**config.mk**
```make
export PLATFORM = sky130hd
export DESIGN_NAME = dma_channel_controller
export DESIGN_NICKNAME = d
export VERILOG_FILES = /design/src/rtl/dmac_pkg.sv /design/src/rtl/dmac_engine.sv /design/src/rtl/dma_channel_controller.sv
export SDC_FILE = /design/constraint.sdc
export NUM_CORES = 2
export LEC_CHECK = 0
export BUFFER_PORTS_ARGS = -buffer_cell sky130_fd_sc_hd__buf_2
export CAP_MARGIN = 20
export CORE_AREA = 2 2 250 302
export DETAILED_ROUTE_END_ITERATION = 16
export DIE_AREA = 0 0 252 304
export HOLD_SLACK_MARGIN = 0.1
export PLACE_DENSITY = 0.77
export SYNTH_ARGS = -nofsm -noshare
export SYNTH_HDL_FRONTEND = slang
export SYNTH_SLANG_ARGS = --single-unit
```
**constraint.sdc**
```tcl
create_clock -name clock -period 8.75 [get_ports clock]
set_input_delay 2.625 -clock clock [delete_from_list [all_inputs] [get_ports clock]]
set_output_delay 2.625 -clock clock [all_outputs]
set_load 0.05 [all_outputs]
```
**src/rtl/dmac_pkg.sv**
```systemverilog
`timescale 1ns / 1ps
`default_nettype none

package dmac_pkg;

   localparam int DMAC_CHANNELS = 4;
   localparam int UNITS_W = 22;

   localparam logic [31:0] CTL_ENABLE = 32'h8000_0000;
   localparam logic [31:0] FULL_COUNT_MASK = 32'h001f_ffff;
   localparam logic [31:0] SHORT_COUNT_MASK = 32'h0000_ffff;
   localparam int CTL_ENABLE_BIT = 31;
   localparam int CTL_IRQ_BIT = 30;
   localparam int CTL_WORDS_BIT = 26;
   localparam int CTL_REPEAT_BIT = 25;

   localparam logic [1:0] REG_SOURCE = 2'd0;
   localparam logic [1:0] REG_DESTINATION = 2'd1;
   localparam logic [1:0] REG_CONTROL = 2'd2;

   localparam logic [1:0] AMODE_DECREMENT = 2'd1;
   localparam logic [1:0] AMODE_FIXED = 2'd2;
   localparam logic [1:0] AMODE_RELOAD = 2'd3;

   typedef enum logic [2:0] {
      MODE_WR_SRC = 3'd0,
      MODE_WR_DST = 3'd1,
      MODE_WR_CTL = 3'd2,
      MODE_READ   = 3'd3,
      MODE_EVENT  = 3'd4,
      MODE_STEP   = 3'd5
   } mode_type;

   typedef enum logic [1:0] {
      TIM_IMMEDIATE   = 2'd0,
      TIM_VBLANK      = 2'd1,
      TIM_HBLANK      = 2'd2,
      TIM_UNSUPPORTED = 2'd3
   } timing_type;

   typedef struct packed {
      logic [2:0]  mode;
      logic [1:0]  channel;
      logic [1:0]  which_register;
      logic [31:0] write_value;
      logic        moment;
   } item_type;

   typedef struct packed {
      logic        copy_valid;
      logic [31:0] copy_source;
      logic [31:0] copy_destination;
      logic        copy_words;
      logic [1:0]  copy_channel;
      logic        last_unit;
      logic [3:0]  irq_request;
      logic [31:0] read_data;
      logic [31:0] unsupported_count;
   } result_type;

   function automatic timing_type timing_of(input logic [31:0] ctl, input logic main_side);
      logic [2:0] field;
      timing_type t;
      field = main_side ? ctl[29:27] : {1'b0, ctl[29:28]};
      if (field == 3'd0) begin
         t = TIM_IMMEDIATE;
      end else if (field == 3'd1) begin
         t = TIM_VBLANK;
      end else if (field == 3'd2 && main_side) begin
         t = TIM_HBLANK;
      end else begin
         t = TIM_UNSUPPORTED;
      end
      return t;
   endfunction

   function automatic logic [UNITS_W-1:0] units_of(input logic [31:0] ctl,
                                                   input logic main_side);
      logic [31:0] mask;
      logic [31:0] n;
      mask = main_side ? FULL_COUNT_MASK : SHORT_COUNT_MASK;
      n = ctl & mask;
      if (n == 32'd0) begin
         n = mask + 32'd1;
      end
      return n[UNITS_W-1:0];
   endfunction

   function automatic logic [31:0] addr_step(input logic [1:0] amode, input logic words);
      logic [31:0] unit;
      logic [31:0] step;
      unit = words ? 32'd4 : 32'd2;
      if (amode == AMODE_DECREMENT) begin
         step = 32'd0 - unit;
      end else if (amode == AMODE_FIXED) begin
         step = 32'd0;
      end else begin
         step = unit;
      end
      return step;
   endfunction

endpackage

`default_nettype wire

```
**src/rtl/dmac_engine.sv**
```systemverilog
`timescale 1ns / 1ps
`default_nettype none

module dmac_engine
   import dmac_pkg::*;
#(
   parameter int CHANNELS = DMAC_CHANNELS
) (
   input  wire logic       clock,
   input  wire logic       reset,
   input  wire logic       fire,
   input  wire item_type   item,
   input  wire logic       main_side,
   output result_type      result
);

   localparam int CH_W = (CHANNELS > 1) ? $clog2(CHANNELS) : 1;

   logic [31:0] src_regs_ff [CHANNELS];
   logic [31:0] src_regs_in [CHANNELS];
   logic [31:0] dst_regs_ff [CHANNELS];
   logic [31:0] dst_regs_in [CHANNELS];
   logic [31:0] ctl_regs_ff [CHANNELS];
   logic [31:0] ctl_regs_in [CHANNELS];
   logic [31:0] src_cur_ff [CHANNELS];
   logic [31:0] src_cur_in [CHANNELS];
   logic [31:0] dst_cur_ff [CHANNELS];
   logic [31:0] dst_cur_in [CHANNELS];
   logic [CHANNELS-1:0] pending_ff;
   logic [CHANNELS-1:0] pending_in;
   logic                active_valid_ff;
   logic                active_valid_in;
   logic [CH_W-1:0]     active_ch_ff;
   logic [CH_W-1:0]     active_ch_in;
   logic [UNITS_W-1:0]  units_left_ff;
   logic [UNITS_W-1:0]  units_left_in;
   logic [31:0]         unsup_ff;
   logic [31:0]         unsup_in;

   logic [7:0]          chan_wide;
   logic                ch_ok;
   logic [CH_W-1:0]     req_idx;
   logic                pick_valid;
   logic [CH_W-1:0]     pick_idx;
   logic [CH_W-1:0]     step_idx;
   logic                step_go;
   logic [CH_W-1:0]     sel_idx;
   logic [31:0]         sel_src;
   logic [31:0]         sel_dst;
   logic [31:0]         sel_ctl;
   logic [31:0]         sel_scur;
   logic [31:0]         sel_dcur;
   logic [UNITS_W-1:0]  units;
   logic [UNITS_W-1:0]  units_next;
   logic [7:0]          irq_full;
   timing_type          want;
   timing_type          wr_timing;

   always_comb begin
      chan_wide = 8'(item.channel);
      ch_ok = chan_wide < 8'(CHANNELS);
      req_idx = chan_wide[CH_W-1:0];

      pick_valid = 1'b0;
      pick_idx = '0;
      for (int c = CHANNELS - 1; c >= 0; c--) begin
         if (pending_ff[c]) begin
            pick_valid = 1'b1;
            pick_idx = CH_W'(c);
         end
      end
      step_idx = active_valid_ff ? active_ch_ff : pick_idx;
      step_go = active_valid_ff || pick_valid;
      sel_idx = (item.mode == MODE_STEP) ? step_idx : req_idx;

      sel_src = src_regs_ff[sel_idx];
      sel_dst = dst_regs_ff[sel_idx];
      sel_ctl = ctl_regs_ff[sel_idx];
      sel_scur = src_cur_ff[sel_idx];
      sel_dcur = dst_cur_ff[sel_idx];

      src_regs_in = src_regs_ff;
      dst_regs_in = dst_regs_ff;
      ctl_regs_in = ctl_regs_ff;
      src_cur_in = src_cur_ff;
      dst_cur_in = dst_cur_ff;
      pending_in = pending_ff;
      active_valid_in = active_valid_ff;
      active_ch_in = active_ch_ff;
      units_left_in = units_left_ff;
      unsup_in = unsup_ff;
      result = '0;

      units = active_valid_ff ? units_left_ff : units_of(sel_ctl, main_side);
      units_next = (units != '0) ? units - UNITS_W'(1) : '0;
      irq_full = 8'(1) << step_idx;
      want = item.moment ? TIM_HBLANK : TIM_VBLANK;
      wr_timing = timing_of(item.write_value, main_side);

      unique case (item.mode)
         MODE_WR_SRC: begin
            if (ch_ok) begin
               src_regs_in[req_idx] = item.write_value;
            end
         end
         MODE_WR_DST: begin
            if (ch_ok) begin
               dst_regs_in[req_idx] = item.write_value;
            end
         end
         MODE_WR_CTL: begin
            if (ch_ok) begin
               ctl_regs_in[req_idx] = item.write_value;
               // rising edge of enable latches the cursors
               if (!sel_ctl[CTL_ENABLE_BIT] && item.write_value[CTL_ENABLE_BIT]) begin
                  src_cur_in[req_idx] = sel_src;
                  dst_cur_in[req_idx] = sel_dst;
                  if (wr_timing == TIM_UNSUPPORTED) begin
                     unsup_in = unsup_ff + 32'd1;
                  end
                  if (wr_timing == TIM_IMMEDIATE) begin
                     pending_in[req_idx] = 1'b1;
                  end
               end
            end
         end
         MODE_READ: begin
            if (ch_ok) begin
               if (item.which_register == REG_SOURCE) begin
                  result.read_data = sel_src;
               end else if (item.which_register == REG_DESTINATION) begin
                  result.read_data = sel_dst;
               end else if (item.which_register == REG_CONTROL) begin
                  result.read_data = sel_ctl;
               end
            end
         end
         MODE_EVENT: begin
            for (int c = 0; c < CHANNELS; c++) begin
               if (ctl_regs_ff[c][CTL_ENABLE_BIT] &&
                   timing_of(ctl_regs_ff[c], main_side) == want) begin
                  pending_in[c] = 1'b1;
               end
            end
         end
         MODE_STEP: begin
            if (step_go) begin
               if (!active_valid_ff) begin
                  pending_in[pick_idx] = 1'b0;
               end
               result.copy_valid = 1'b1;
               result.copy_source = sel_scur;
               result.copy_destination = sel_dcur;
               result.copy_words = sel_ctl[CTL_WORDS_BIT];
               result.copy_channel = 2'(step_idx);
               src_cur_in[step_idx] = sel_scur
                  + addr_step(sel_ctl[24:23], sel_ctl[CTL_WORDS_BIT]);
               dst_cur_in[step_idx] = sel_dcur
                  + addr_step(sel_ctl[22:21], sel_ctl[CTL_WORDS_BIT]);
               units_left_in = units_next;
               active_valid_in = 1'b1;
               active_ch_in = step_idx;
               if (units_next == '0) begin
                  result.last_unit = 1'b1;
                  if (sel_ctl[CTL_IRQ_BIT]) begin
                     result.irq_request = irq_full[3:0];
                  end
                  if (sel_ctl[CTL_REPEAT_BIT] &&
                      timing_of(sel_ctl, main_side) != TIM_IMMEDIATE) begin
                     if (sel_ctl[22:21] == AMODE_RELOAD) begin
                        dst_cur_in[step_idx] = sel_dst;
                     end
                  end else begin
                     ctl_regs_in[step_idx] = sel_ctl & ~CTL_ENABLE;
                  end
                  active_valid_in = 1'b0;
               end
            end
         end
         default: begin
         end
      endcase

      result.unsupported_count = unsup_in;
   end

   always_ff @(posedge clock) begin
      if (reset) begin
         for (int c = 0; c < CHANNELS; c++) begin
            src_regs_ff[c] <= '0;
            dst_regs_ff[c] <= '0;
            ctl_regs_ff[c] <= '0;
            src_cur_ff[c] <= '0;
            dst_cur_ff[c] <= '0;
         end
         pending_ff <= '0;
         active_valid_ff <= 1'b0;
         active_ch_ff <= '0;
         units_left_ff <= '0;
         unsup_ff <= '0;
      end else if (fire) begin
         src_regs_ff <= src_regs_in;
         dst_regs_ff <= dst_regs_in;
         ctl_regs_ff <= ctl_regs_in;
         src_cur_ff <= src_cur_in;
         dst_cur_ff <= dst_cur_in;
         pending_ff <= pending_in;
         active_valid_ff <= active_valid_in;
         active_ch_ff <= active_ch_in;
         units_left_ff <= units_left_in;
         unsup_ff <= unsup_in;
      end
   end

endmodule

`default_nettype wire

```
**src/rtl/dma_channel_controller.sv**
```systemverilog
// DMA channel controller with CHANNELS channels (default 4).
// Request channel (req_*): one command per transfer, either a register write
// (source, destination, control), a register read, a blank event or a step.
// Response channel (rsp_*): exactly one response per request, in order. A step
// response carries at most one copy (addresses, unit size, channel, last unit
// and interrupt bits); a read response carries read_data.
// Config channel (csr_*): selects main or secondary side; write it only while
// no request is in flight. csr_ready is always high.
// Flow: a taken request is held in the input register, processed by the engine
// when it advances, and its response is held in the output register from then on.
// Throughput: one request per cycle while the receiver takes the responses, set by
// the single register stage that holds the input and the output register that
// holds the response. Reset: all channel registers, cursors, pending bits and the
// unsupported counter clear, no channel is active, main side is selected.
// When the receiver stalls, the response holds and the input stage fills;
// req_ready then drops until the response is taken.
`timescale 1ns / 1ps
`default_nettype none

module dma_channel_controller
   import dmac_pkg::*;
#(
   parameter int CHANNELS = DMAC_CHANNELS
) (
   input  wire logic        clock,
   input  wire logic        reset,
   input  wire logic        req_valid,
   output logic             req_ready,
   input  wire logic [2:0]  req_mode,
   input  wire logic [1:0]  req_channel,
   input  wire logic [1:0]  req_which_register,
   input  wire logic [31:0] req_write_value,
   input  wire logic        req_moment,
   output logic             rsp_valid,
   input  wire logic        rsp_ready,
   output logic             rsp_copy_valid,
   output logic [31:0]      rsp_copy_source,
   output logic [31:0]      rsp_copy_destination,
   output logic             rsp_copy_words,
   output logic [1:0]       rsp_copy_channel,
   output logic             rsp_last_unit,
   output logic [3:0]       rsp_irq_request,
   output logic [31:0]      rsp_read_data,
   output logic [31:0]      rsp_unsupported_count,
   input  wire logic        csr_valid,
   output logic             csr_ready,
   input  wire logic        csr_main_side
);

   logic       main_side_ff;
   item_type   item_ff;
   logic       item_valid_ff;
   result_type rsp_ff;
   logic       rsp_valid_ff;
   result_type result;
   logic       adv;

   assign adv = item_valid_ff && (!rsp_valid_ff || rsp_ready);
   assign req_ready = !item_valid_ff || adv;
   assign csr_ready = 1'b1;

   dmac_engine #(
      .CHANNELS(CHANNELS)
   ) u_engine (
      .clock     (clock),
      .reset     (reset),
      .fire      (adv),
      .item      (item_ff),
      .main_side (main_side_ff),
      .result    (result)
   );

   always_ff @(posedge clock) begin
      if (reset) begin
         main_side_ff <= 1'b1;
         item_valid_ff <= 1'b0;
         rsp_valid_ff <= 1'b0;
      end else begin
         if (csr_valid && csr_ready) begin
            main_side_ff <= csr_main_side;
         end
         if (req_valid && req_ready) begin
            item_valid_ff <= 1'b1;
         end else if (adv) begin
            item_valid_ff <= 1'b0;
         end
         if (adv) begin
            rsp_valid_ff <= 1'b1;
         end else if (rsp_ready) begin
            rsp_valid_ff <= 1'b0;
         end
      end
   end

   always_ff @(posedge clock) begin
      if (req_valid && req_ready) begin
         item_ff.mode <= req_mode;
         item_ff.channel <= req_channel;
         item_ff.which_register <= req_which_register;
         item_ff.write_value <= req_write_value;
         item_ff.moment <= req_moment;
      end
      if (adv) begin
         rsp_ff <= result;
      end
   end

   assign rsp_valid = rsp_valid_ff;
   assign rsp_copy_valid = rsp_ff.copy_valid;
   assign rsp_copy_source = rsp_ff.copy_source;
   assign rsp_copy_destination = rsp_ff.copy_destination;
   assign rsp_copy_words = rsp_ff.copy_words;
   assign rsp_copy_channel = rsp_ff.copy_channel;
   assign rsp_last_unit = rsp_ff.last_unit;
   assign rsp_irq_request = rsp_ff.irq_request;
   assign rsp_read_data = rsp_ff.read_data;
   assign rsp_unsupported_count = rsp_ff.unsupported_count;

   // a processed request always lands in the response register
   assert property (@(posedge clock) disable iff (reset) adv |=> rsp_valid)
      else $error("processed request lost");

   // interrupts only come with the last unit of a copy
   assert property (@(posedge clock) disable iff (reset)
      rsp_valid && (rsp_irq_request != 4'd0) |-> rsp_copy_valid && rsp_last_unit)
      else $error("interrupt without last unit");

   assert property (@(posedge clock) disable iff (reset)
      rsp_valid |-> $onehot0(rsp_irq_request))
      else $error("more than one interrupt per transfer");

   // a copy response never carries read data
   assert property (@(posedge clock) disable iff (reset)
      rsp_valid && rsp_copy_valid |-> rsp_read_data == 32'd0)
      else $error("copy with read data");

endmodule

`default_nettype wire

```
Word level (Yosys, flattened, before mapping)
Index checks and enable logic that the tools add are counted.
- register bits: 881
- input bits: 46
- output and inout bits: 140
- word-level logic and storage cells: 282
- $add $sub $neg: 6
- magnitude comparators: 9
- equality and inequality tests: 39
- shifts and indexed selects: 1
- multiplexer cells: 123
- bitwise gates (word level): 7
- reduce and logical (&&, ||, !) cells: 52
- operator list (cell ; number):
    two-way mux 128 bit ; 10
    bitwise mux 128 bit ; 9
    two-way mux 32 bit ; 26
    case mux 128 bit (2 select lines) ; 3
    binary-select mux 32 bit (select 2 bit) ; 5
    demux 32 bit (select 2 bit) ; 2
    two-way mux 73 bit ; 1
    two-way mux 22 bit ; 3
    adder 32 bit ; 2
    two-way mux 2 bit ; 26
    adder 32 x 1 -> 32 bit, second input constant ; 1
    AND 32 x 21 -> 32 bit ; 1
    zero test 32 bit ; 1
    subtractor 1 x 32 -> 32 bit, first input constant ; 1
    AND reduction 7 bit ; 4
    equality test 3 x 2 -> 1 bit, second input constant ; 8
    adder 22 x 1 -> 22 bit, second input constant ; 1
    zero test 22 bit ; 1
    nonzero test 22 bit ; 1
    subtractor 22 x 1 -> 22 bit, second input constant ; 1
    equality test 3 x 1 -> 1 bit, second input constant ; 7
    zero test 3 bit ; 7
    two-way mux 1 bit ; 21
    two-way mux 21 bit ; 1
    other kinds (30) ; 94

Logic depth before layout (Yosys ltp)
- depth after elaboration: 26
- gate-level depth with buffers: 29
- gate-level depth less buffers: 23

Modules after synthesis
A second synthesis with hierarchy kept.
- cell total of the unflattened synthesis: 4949
- area total of the unflattened synthesis: 44906.8 µm²
- by module, submodules not included (module ; instances ; cells each ; area an instance (µm²) ; sequential area each (µm²)):
    dmac_engine ; 1 ; 4757 ; 39441.6 ; 14033.5
    dma_channel_controller ; 1 ; 192 ; 5465.2 ; 5375.2

Worst setup path after synthesis
Ideal clock, no wire load.
- path kind: input port to flip-flop
- start point: input rsp_ready
- end point: register u_engine.unsup_ff[25]
- library setup time: 65 ps
- arrival time: 7708 ps
- required time: 8685 ps
- path slack: 976 ps
- stages on the path: 8
- buffers on the path: 2
- path through: nor2b_1 > nand2b_1 > clkbuf_1 > inv_2 > buf_1 > nand3_1 > xor2_1 > nor2_1
- longest elaborated chain between the ends: 2
- RTL lines (element ; RTL line ; RTL):
    from (decl) ; dma_channel_controller.sv:35 ; input wire logic rsp_ready,
    logical OR 1 bit ; dma_channel_controller.sv:58 ; assign adv = item_valid_ff && (!rsp_valid_ff || rsp_ready);
    logical AND 1 bit ; dma_channel_controller.sv:58 ;
    named net adv ; dma_channel_controller.sv:56 ; logic adv;
    to (signal assigned) ; dmac_engine.sv:211 ; unsup_ff <= unsup_in;
    to (decl) ; dmac_engine.sv:37 ; logic [31:0] unsup_ff;
The timed path passes the listed nets, and every way through them passes these cells.
A chain may end at the register's enable or synchronous reset.

Worst setup path in the final report
- start point: register item_ff[37] (netlist name)
- end point: register u_engine.src_cur_ff[95] (netlist name)
- longest elaborated chain between the ends: 15
- elaborated cells on any way between the ends: 33
- those cells by class: add/sub: 2; eq/ne: 6; mux: 20; bitwise: 1; reduce/logical: 4
- RTL lines (element ; RTL line ; RTL):
    from (decl) ; dma_channel_controller.sv:51 ; item_type item_ff;
    equality test 3 bit ; dmac_engine.sv:74, dmac_engine.sv:100 ;
    two-way mux 2 bit ; dmac_engine.sv:74 ; sel_idx = (item.mode == MODE_STEP) ? step_idx : req_idx;
    inverter 2 -> 3 bit (implied by the code) ; dmac_engine.sv:76, dmac_engine.sv:78, dmac_engine.sv:79 ;
    binary-select mux 32 bit (select 2 bit) ; dmac_engine.sv:78 ; sel_ctl = ctl_regs_ff[sel_idx];
    two-way mux 32 bit (implied by the code) (2 in series) ; dmac_engine.sv:78 ;
    two-way mux 3 bit / equality test 2 bit (equally long branches) ; dmac_pkg.sv:92, dmac_pkg.sv:95 ;
    subtractor 1 x 32 -> 32 bit / two-way mux 32 bit (equally long branches) ; dmac_pkg.sv:94, dmac_pkg.sv:95 ;
    two-way mux 32 bit ; dmac_pkg.sv:93 ; if (amode == AMODE_DECREMENT) begin
    two-way mux 32 bit ; dmac_engine.sv:147 ; if (step_go) begin
    two-way mux 32 bit ; dmac_engine.sv:100 ; unique case (item.mode)
    adder 32 bit ; dmac_engine.sv:157 ; + addr_step(sel_ctl[24:23], sel_ctl[CTL_WORDS_BIT]);
    bitwise mux 128 bit ; dmac_engine.sv:156 ; src_cur_in[step_idx] = sel_scur
    two-way mux 128 bit ; dmac_engine.sv:147 ;
    case mux 128 bit (2 select lines) ; dmac_engine.sv:100 ;
    to (signal assigned) ; dmac_engine.sv:205 ; src_cur_ff <= src_cur_in;
    to (decl) ; dmac_engine.sv:25 ; logic [31:0] src_cur_ff [CHANNELS];
Parallel ways exist; a longest one is shown, timed or not. The select of a mux whose other input is x is not followed.

==> flow_metrics.env <==
export IMPL_synth_edf_count=177
export IMPL_status="completed"
export IMPL_start_util_pct=59.2
export IMPL_synth_area_um2=43900
export IMPL_cts_buffers=88
export IMPL_routed_via_count=41100
export IMPL_gp_congestion=0.981
export IMPL_worst_setup_path_start_kind="flip-flop"
export IMPL_grt_pass1_vias=39000
export IMPL_drc=0
export IMPL_combinationalPowerShare_pct=8.8
export IMPL_finalHoldViolCount=0
export IMPL_port_buffers=184
export IMPL_clock_sink_count=881
export IMPL_clkPwrFrac_pct=43.4
export IMPL_rsz0062_at_grt="false"
export IMPL_row_count=110
export IMPL_pin_count=186
export IMPL_worstPathRequired_ps=9260
export IMPL_min_period_ps=7690
export IMPL_antenna_found_initial=6
export IMPL_r2r_cells=25
export IMPL_wl_met2_um=67400
export IMPL_fin_ws_ps=1060
export IMPL_cap_violations=0
export IMPL_tightest_slew_ps=1210
export IMPL_grt_pass1_wl_um=236000
export IMPL_die_w_um=252
export IMPL_fin_nets=4939
export IMPL_r2r_start="item_ff[37]"
export IMPL_tns_ps=0
export IMPL_grt_use_total_pct=40.2
export IMPL_hold_class="flip-flop to flip-flop"
export IMPL_cts_resized=0
export IMPL_dpl_cell_count=5690
export IMPL_avgRoutedWirePerCell_um=26.9
export IMPL_finalClockSkew_ps=41.0
export IMPL_path_clk_slew_ps=70
export IMPL_max_slew_margin_pct=18.9
export IMPL_endpoint_kind="flip-flop"
export IMPL_power_density_nw_per_um2=185
export IMPL_cts_max_path_buffers=3
export IMPL_setup_viol=0
export IMPL_post_cts_setup_buffers=0
export IMPL_synthTopCellsByArea="dfxtp_1 32%, edfxtp_1 12%, a21oi_1 7.6%, mux4_2 7.4%, nand2_1 6.3%"
export IMPL_startpoint="item_ff[37]"
export IMPL_synth_warnings=0
export IMPL_routed_top_layer="met5"
export IMPL_cts_hold_buf=0
export IMPL_viasPerCell=7.02
export IMPL_timing_final_crit_share_pct=87.9
export IMPL_clkLatencyLatePin_ps=690
export IMPL_final_instance_count_excl_fill=5857
export IMPL_firstDrtPassIters=7
export IMPL_hpwlAfterDp_um=98900
export IMPL_cp_max_fo=37
export IMPL_synth_seq_cells=881
export IMPL_grt_start_max_net_pins=185
export IMPL_p_int_mw=6.57
export IMPL_drt_iter0_markers=6317
export IMPL_synthDominantCellAreaShare_pct=32.1
export IMPL_ys_async_sr_fraction_pct=0
export IMPL_vdd_drop_max_mv=0.165
export IMPL_critPathKind="flip-flop to flip-flop"
export IMPL_seq_area_frac_synth_pct=44.2
export IMPL_design_die_area_um2=76600
export IMPL_synthFlopType="dfxtp_1"
export IMPL_drt_total_wl_um=158000
export IMPL_fmax_mhz=130
export IMPL_layout_commonest_cell="nand2_1"
export IMPL_preCtsSetupSlack_ps=1340
export IMPL_cts_tree="built"
export IMPL_clockRootBuffer="clkbuf_16"
export IMPL_synth_top_area_cell="dfxtp_1"
export IMPL_hold_depth=2
export IMPL_die_y_um=304
export IMPL_core_area_um2=74000
export IMPL_mostFrequentLayoutCells="732 x nand2_1, 704 x dfxtp_1, 660 x a21oi_1"
export IMPL_syn_num_nets=4988
export IMPL_ant_nets=0
export IMPL_switching_share_pct=26.4
export IMPL_power_switching_mw=2.36
export IMPL_ctsHtreeMaxLevel=3
export IMPL_layout_drive_gt1_share_pct=13.5
export IMPL_area_delta_synth_final_pct=10.1
export IMPL_p_seq_share_pct=47.8
export IMPL_min_delay_start="u_engine.src_regs_ff[7]"
export IMPL_wl_met1_um=54500
export IMPL_synth_avg_cell_area_um2=8.99
export IMPL_gr_total_overflow=0
export IMPL_slew_viol_final=0
export IMPL_synth_cell_types=98
export IMPL_cp_arrival_ps=8200
export IMPL_n_fill_cell=6040
export IMPL_met3_length_um=22300
export IMPL_netlist_instances=4878
export IMPL_leakage_nw=16.2
-- power groups by stage --
stage / logic, mW / clock network, mW / registers, mW
6_report: 0.783 / 3.88 / 4.27
5_1_grt: 0.808 / 4.04 / 4.27
4_1_cts: 0.754 / 3.89 / 4.26
3_5_place_dp: 0.751 / 0 / 4.35
3_3_place_gp: 0.747 / 0 / 4.35
2_1_floorplan: 0.448 / 0 / 4.41
-- critical path, cell delays in order (launching register included) --
cell	delay, ps
edfxtp_1	570
nand3b_1	270
buf_4	490
a221oi_1	210
nor2_4	410
buf_4	470
mux4_2	410
inv_1	120
o21a_1	180
a21oi_1	190
inv_1	90
fa_1	410
nor2b_1	170
o21ai_0	120
a21boi_0	270
o21ai_0	160
a21oi_1	230
a41oi_1	210
o311ai_0	800
a21oi_1	210
a21oi_1	310
a211oi_1	180
a22o_1	250
o21ai_0	270
mux2i_1	370
o22ai_1	140
-- through the flow --
stage          util, %  cell area, um^2  power [mW]  hold WS [ps]
2_1_floorplan        -            43900        4.86           420
3_3_place_gp      61.3            45400        5.10           433
3_5_place_dp      61.3            45400        5.11           444
4_1_cts           65.2            48300        8.91           452
5_1_grt           65.2            48300        9.12           468
6_report          65.2            48300        8.93           451
-- flip-flops by register name (all words and copies together), names as in the netlist --
name                      cells
rsp_copy_source              32
u_engine.ctl_regs_ff        128
item_ff                      40
rsp_copy_channel              2
main_side_ff                  1
rsp_read_data                32
item_valid_ff                 1
rsp_last_unit                 1
u_engine.dst_regs_ff        128
rsp_valid                     1
u_engine.unsup_ff            32
rsp_unsupported_count        32
rsp_copy_words                1
u_engine.src_regs_ff        128
u_engine.units_left_ff       22
u_engine.active_ch_ff         2
u_engine.pending_ff           4
rsp_copy_valid                1
rsp_copy_destination         32
u_engine.active_valid_ff      1
rsp_irq_request               4
u_engine.dst_cur_ff         128
u_engine.src_cur_ff         128
-- synth_stat cells (all sizes together), types with 8 or more instances --
cell and count:
nor3b 9, a2111oi 15, a21oi 664, o21ai 182, and2 111, a22oi 200, xor2 54, nand3b 8
nor2 373, xnor2 65, inv 41, a311oi 10, nand4b 10, buf 59, edfxtp 177, nand2 741
a21o 31, nand3 63, or2 18, nor4 17, ha 62, or3 23, o21a 12, mux4 144
a31oi 12, nand2b 27, dfxtp 704, clkbuf 358, and3 32, o221ai 8, nor2b 23, nor3 151
a211oi 163, o21bai 16, mux2i 25, o22ai 9, a221oi 105, a221o 44
-- area by class of cell --
cell class / instances / area [um^2] / area share (%)
diodes: 2 / 5.00 / 0.0104
clock buffers: 124 / 2530 / 5.24
clock inverters: 40 / 379 / 0.785
inverters: 42 / 163 / 0.337
multi-input cells: 3538 / 23000 / 47.5
flip-flops and latches: 881 / 19400 / 40.2
well taps: 952 / 1190 / 2.47
repair buffers: 278 / 1670 / 3.47
-- cell families after synthesis --
kind of cell,share of synthesized area (%)
XOR/XNOR,2.38
AND/OR/NAND/NOR,16.7
multiplexers,8.12
other,0.00855
buffers and inverters,4.04
adder cells (fa/ha/maj),1.86
AO/OA/AOI/OAI,22.6
flip-flops,44.2
-- final timing paths --
check | endpoint | slack (ps)
setup reg to reg | u_engine.src_cur_ff[95] | 1060
setup / recovery | u_engine.src_cur_ff[95] | 1060
hold / removal | u_engine.src_regs_ff[7] | 450
hold reg to reg | u_engine.src_regs_ff[7] | 450
-- per-layer routing --
layer,vias to the layer above,track usage [%]
met5,-,0.0635
met4,6,30.5
met3,812,13.5
met2,3084,58.7
met1,19400,49.2
li1,17800,-
No activity file was read; power rests on OpenSTA's default activity.
